<file path="config.mk">
export PLATFORM = sky130hd
export DESIGN_NAME = dlc_cell
export DESIGN_NICKNAME = d
export VERILOG_FILES = /design/src/dlc_pkg.sv /design/src/dlc_cell.sv
export SDC_FILE = /design/constraint.sdc
export NUM_CORES = 1
export LEC_CHECK = 0
export BUFFER_PORTS_ARGS = -buffer_cell sky130_fd_sc_hd__buf_2
export CAP_MARGIN = 20
export CORE_ASPECT_RATIO = 1.25
export CORE_MARGIN = 3
export CORE_UTILIZATION = 45
export CTS_BUF_LIST = sky130_fd_sc_hd__clkbuf_16
export CTS_CLUSTER_DIAMETER = 80
export DETAILED_ROUTE_END_ITERATION = 16
export PLACE_DENSITY = 0.74
export SLEW_MARGIN = 20
export SYNTH_ARGS = -nofsm -noshare
export SYNTH_HDL_FRONTEND = slang
export SYNTH_SLANG_ARGS = --single-unit
export TNS_END_PERCENT = 10
</file>
<file path="constraint.sdc">
create_clock -name aclk -period 8.5 [get_ports aclk]
set_input_delay 0.425 -clock aclk [delete_from_list [all_inputs] [get_ports aclk]]
set_output_delay 0.425 -clock aclk [all_outputs]
set_load 0.02 [all_outputs]
</file>
<file path="src/dlc_pkg.sv">
// Shared types and constants for the direct linear convolution block.
`default_nettype none

package dlc_pkg;

    // Default depth of the tap chain
    localparam int DLC_MAX_TAPS = 32;

    // Field widths
    localparam int SAMPLE_W    = 16;
    localparam int COEF_W      = 16;
    localparam int PROD_W      = SAMPLE_W + COEF_W;
    localparam int ACC_W       = 40;
    localparam int TAP_IDX_W   = 5;
    localparam int TAP_CNT_W   = 6;
    localparam int S_TDATA_W   = 40;
    localparam int M_TDATA_W   = 40;

    // Input tdata field positions
    localparam int TAP_IDX_LSB = 0;
    localparam int TAP_VAL_LSB = TAP_IDX_LSB + TAP_IDX_W;
    localparam int SAMPLE_LSB  = TAP_VAL_LSB + COEF_W;

    // Command codes carried on s_tuser
    localparam logic CMD_LOAD   = 1'b0;
    localparam logic CMD_SAMPLE = 1'b1;

    // Per-cycle control handed to every cell of the chain
    typedef struct packed {
        logic shift;
        logic clear;
    } dlc_cell_ctrl_t;

endpackage

`default_nettype wire

</file>
<file path="src/dlc_cell.sv">
// One tap cell: holds a history sample and a coefficient, adds its product to the passing sum.
`default_nettype none

module dlc_cell
    import dlc_pkg::*;
(
    input  wire logic                        aclk,
    input  wire logic                        aresetn,
    input  wire dlc_cell_ctrl_t              ctrl,
    input  wire logic                        coef_we,
    input  wire logic signed [COEF_W-1:0]    coef_wdata,
    input  wire logic signed [SAMPLE_W-1:0]  sample_in,
    output logic signed [SAMPLE_W-1:0]       sample_out,
    input  wire logic signed [ACC_W-1:0]     sum_in,
    output logic signed [ACC_W-1:0]          sum_out
);

    logic signed [SAMPLE_W-1:0] hist_reg;
    logic signed [COEF_W-1:0]   coef_reg;
    logic signed [PROD_W-1:0]   prod_reg;
    logic signed [ACC_W-1:0]    sum_reg;

    // Hold, shift or clear the history sample
    always_ff @(posedge aclk) begin
        if (!aresetn) begin
            hist_reg <= '0;
        end else if (ctrl.clear) begin
            hist_reg <= '0;
        end else if (ctrl.shift) begin
            hist_reg <= sample_in;
        end
    end

    // Load the coefficient on a tap write
    always_ff @(posedge aclk) begin
        if (!aresetn) begin
            coef_reg <= '0;
        end else if (coef_we) begin
            coef_reg <= coef_wdata;
        end
    end

    // Register the product, then add it to the sum coming from the left neighbor
    always_ff @(posedge aclk) begin
        prod_reg <= coef_reg * hist_reg;
        sum_reg  <= sum_in + {{(ACC_W-PROD_W){prod_reg[PROD_W-1]}}, prod_reg};
    end

    assign sample_out = hist_reg;
    assign sum_out    = sum_reg;

endmodule

`default_nettype wire

</file>
* Yosys cells after proc, flatten, opt, wreduce, memory -nomap -nowiden
Cells that the tools add are included.
** Word-level totals
- Flip-flop bits (word level) :: 104
- Bits of input ports :: 77
- Word-level logic and storage cells :: 8
** Operators by class
- Add/sub/neg operators :: 1
- $mul :: 1
- Bitwise operators :: 1
- Reduce and logical (&&, ||, !) cells :: 1
** Operator list (number)
- $add A40 B40 Y40 :: 1
- $mul A16 B16 Y32 :: 1
- $reduce_or A2 Y1 :: 1
- $not A1 Y1 :: 1

* Logic depth before layout (Yosys ltp)
- Word-level depth :: 2
- Gate-level depth with buffers :: 25
- Depth with buffers taken out :: 23

* Worst setup path before layout
Ideal clock, no wire load.
- Path kind :: reg2reg
- Start :: reg hist_reg[7], in the netlist sample_out[7]
- End :: reg prod_reg[30]
- Arrival :: 6.268 ns
- Required time :: 8.378 ns
- Path slack :: 2.110 ns
- Cell stages (with the launch flop) :: 24
- Buffers on the path :: 2
- Period minus slack after synthesis :: 6.390 ns
- Cells stage by stage :: dfxtp_1 > clkbuf_1 > clkbuf_1 > nand2_1 > fa_1 > inv_1 > fa_1 > fa_1 > fa_1 > fa_1 > inv_1 > fa_1 > inv_1 > ha_1 > a21oi_1 > nand2b_1 > a211oi_1 > o21bai_1 > o21bai_1 > o21bai_1 > o21ai_1 > o21a_1 > o2111a_1 > a311o_1
** Between the ends
- Cells in the longest elaborated chain, start to end :: 1
** Ends and longest elaborated chain
- start: declaration :: line dlc_cell.sv:18 : logic signed [SAMPLE_W-1:0] hist_reg;
- start signal: assignment :: line dlc_cell.sv:30 : hist_reg <= sample_in;
- $mul A16 B16 Y32 :: line dlc_cell.sv:45 : prod_reg <= coef_reg * hist_reg;
- end signal: assignment :: line dlc_cell.sv:45
- end: declaration :: line dlc_cell.sv:20 : logic signed [PROD_W-1:0] prod_reg;
No other way between the ends.
A chain may end at the register's enable or synchronous reset.

* Worst setup path in the final report
- Start :: reg hist_reg[1], in the netlist sample_out[1]
- End :: reg prod_reg[30]
Same word-level chain as after synthesis.

==> results.json <==
{
  "ys_async_sr_fraction_pct": 0,
  "whs_ns": 0.265,
  "ys_seq_area_share_pct": 14.6,
  "die_w_um": 165,
  "r2r_cells": 21,
  "critPathCaptureType": "flop",
  "r2r_slack_ns": 1.56,
  "rr_startpoint": "sample_out[1]",
  "wire_per_inst_um": 16.0,
  "synth_edf_count": 0,
  "crit_arrival_ns": 7.19,
  "synth.top_cell.area_share_pct": 36.9,
  "grt_usage_pct": 20.4,
  "port_buffers": 132,
  "worst-path-max-fanout": 18,
  "cts_buffer_depth": 2,
  "n_antenna_cell": 0,
  "wl_um": 32200,
  "largest_reg_flops": 40,
  "synth_ff_type": "dfxtp_1",
  "r2r_end": "prod_reg[30]",
  "synth_top_area_cell": "fa_1",
  "slew_headroom_pct": 46.2,
  "synth-seq-cells": 104,
  "io_pins": 133,
  "ff_latch_area_um2": 2080,
  "dp_hpwl_um": 26900,
  "drive_gt1_share_pct": 9.81,
  "layoutNonFillerInstCount": 2017,
  "cts_max_level": 3,
  "vias": 10300,
  "fill_cells": 2911,
  "avgSynthCellArea_um2": 9.46,
  "powerDensity_nw_per_um2": 115,
  "status": "complete, no violations",
  "rsz0062_at_grt": "no",
  "placed_cells": 2001,
  "drv_slew": 0,
  "ctsHoldBuffers": 0,
  "die_h_um": 205,
  "syn-cell-area_um2": 14300,
  "hold_violations": 0,
  "grt_pass1_vias": 11300,
  "initial_core_util_pct": 45.9,
  "drtIter0Drc": 529,
  "skew_ns": 0.00971,
  "grt_pass1_wl_um": 54200,
  "nNetsFinal": 2066,
  "coreArea_um2": 31100,
  "gr-total-overflow": 0,
  "ctsResizeCount": 0,
  "cap_viol_max_count": 0,
  "critPathCapture": "prod_reg[30]",
  "max_freq_mhz": 144,
  "clk_pin_slew_ns": 0.08,
  "cts_tree": "built",
  "cts_setup_buffers": 0,
  "grt_max_degree": 19,
  "syn2layout_area_growth_pct": 8.90,
  "period_needed_ns": 6.94,
  "clkSinkCount": 104,
  "cp-start-kind": "flop",
  "ys_types": 55,
  "irDropWorstVdd_mv": 0.120,
  "syn_nets": 1969,
  "synthTopCellsByCount": "inv_1, fa_1, nand2_1, and2_1, ha_1",
  "drc": 0,
  "leakage_uw": 0.00835,
  "cts_buffers": 9,
  "finalCritPeriodShare_pct": 81.6,
  "worst_pin_slew_ns": 0.806,
  "placementRows": 72,
  "cts-root-buf": "clkbuf_16",
  "hp-class": "input pin to flop",
  "multi_input_area_um2": 10900,
  "synth_warnings": 0,
  "syn_inst": 1508,
  "startpoint": "sample_out[1]",
  "viasPerCell": 5.12,
  "finalSetupViolCount": 0,
  "final_antenna_net_count": 0,
  "antenna_found_initial": 0,
  "synthTopCellsByArea": "fa_1, dfxtp_1, ha_1",
  "tns_ns": 0,
  "die_area_um2": 33900,
  "final_util_pct": 50.0,
  "clock_latency_ns": 0.38,
  "yosysMostFrequentCell": "inv_1",
  "firstDrtPassIters": 7,
  "required_ns": 8.76,
  "fin_total_pwr_uw": 1790,
  "critical_path_class": "flop to flop",
  "gp_congestion": 0.903
}
[worst max-delay path, stage by stage, from the launching register on]
cell and delay [ns]:
dfxtp_1 0.68, nand2_1 0.19, inv_1 0.16, fa_1 0.54, fa_1 0.59, fa_1 0.46, fa_1 0.52, fa_1 0.51
inv_1 0.06, fa_1 0.48, inv_1 0.04, ha_1 0.32, a21oi_1 0.29, nand2b_1 0.14, a211oi_1 0.28, o21bai_1 0.11
o21bai_1 0.24, o21bai_1 0.31, o21ai_1 0.14, o21a_1 0.20, o2111a_1 0.23, a311o_1 0.32
[layer usage]
metal / wire, um / up-vias / share of wire [%] / GRT usage [%]
met4: 1350 / 0 / 4.2 / 9.17
met3: 1000 / 74 / 3.1 / 2.61
met2: 17500 / 233 / 54 / 38.0
li1: - / 4839 / - / -
met5: 0 / - / 0 / 0
met1: 12400 / 5171 / 38 / 23.0
[logic make-up (layout without fill, tap and decap cells)]
logic type                 count (synthesis)  in the layout  share of synthesized area [%]
buffers and inverters                    342            444                           9.00
DFF                                      104            104                           14.6
adders and majority gates                384            384                           47.5
AOI/OAI and AO/OA                        180            180                           8.58
muxes                                     32             32                           2.24
and+or+nand+nor                          396            396                           13.8
xor gates and xnor gates                  70             70                           4.30
[cells in the final DEF, fill, tap and decap left out, types with 12 or more instances in the layout]
cell        n
nor2b_1    20
nand2b_1   12
o21ai_0    30
buf_2     132
nand2_1   137
dfxtp_1   104
mux2i_1    32
fa_1      263
ha_1      121
xnor2_1    45
a21oi_1    44
and2_1    127
nand3_1    12
inv_1     298
xor2_1     25
nor2_1     64
a21o_1     36
[layout make-up]
| cell class | count | share of cell area, % |
|---|---|---|
| Clock buffer | 9 | 1.45 |
| Clock inverter | 7 | 0.306 |
| Inverter | 296 | 7.15 |
| Multi-Input combinational cell | 1062 | 70.2 |
| Sequential cell | 104 | 13.4 |
| Tap cell | 407 | 3.28 |
| Timing Repair Buffer | 132 | 4.25 |
[where the power goes]
| part | total (uW) | switching, uW | internal (uW) | leakage (uW) |
|---|---|---|---|---|
| logic | 728 | 428 | 300 | 0.00735 |
| registers | 659 | 63.3 | 596 | 0.000864 |
| clock network | 403 | 204 | 199 | 0.000138 |
[through the flow]
step	cell area, um2	worst slack (ns)
2_1_floorplan	14300	2.11
3_3_place_gp	15300	1.85
3_5_place_dp	15300	1.58
4_1_cts	15500	1.54
5_1_grt	15500	1.10
6_report	15500	1.56
[how the worst min path moves through the flow]
stage,startpoint,endpoint,slack (ns),depth (start not counted)
floorplan,prod_reg[0],sum_out[0],0.42,1
global placement,prod_reg[0],sum_out[0],0.42,1
detailed placement,prod_reg[0],sum_out[0],0.43,1
CTS,sum_in[0],sum_out[0],0.25,2
global route,sum_in[0],sum_out[0],0.26,2
finish,sum_in[0],sum_out[0],0.26,2
No activity file was read; power rests on OpenSTA's default activity.
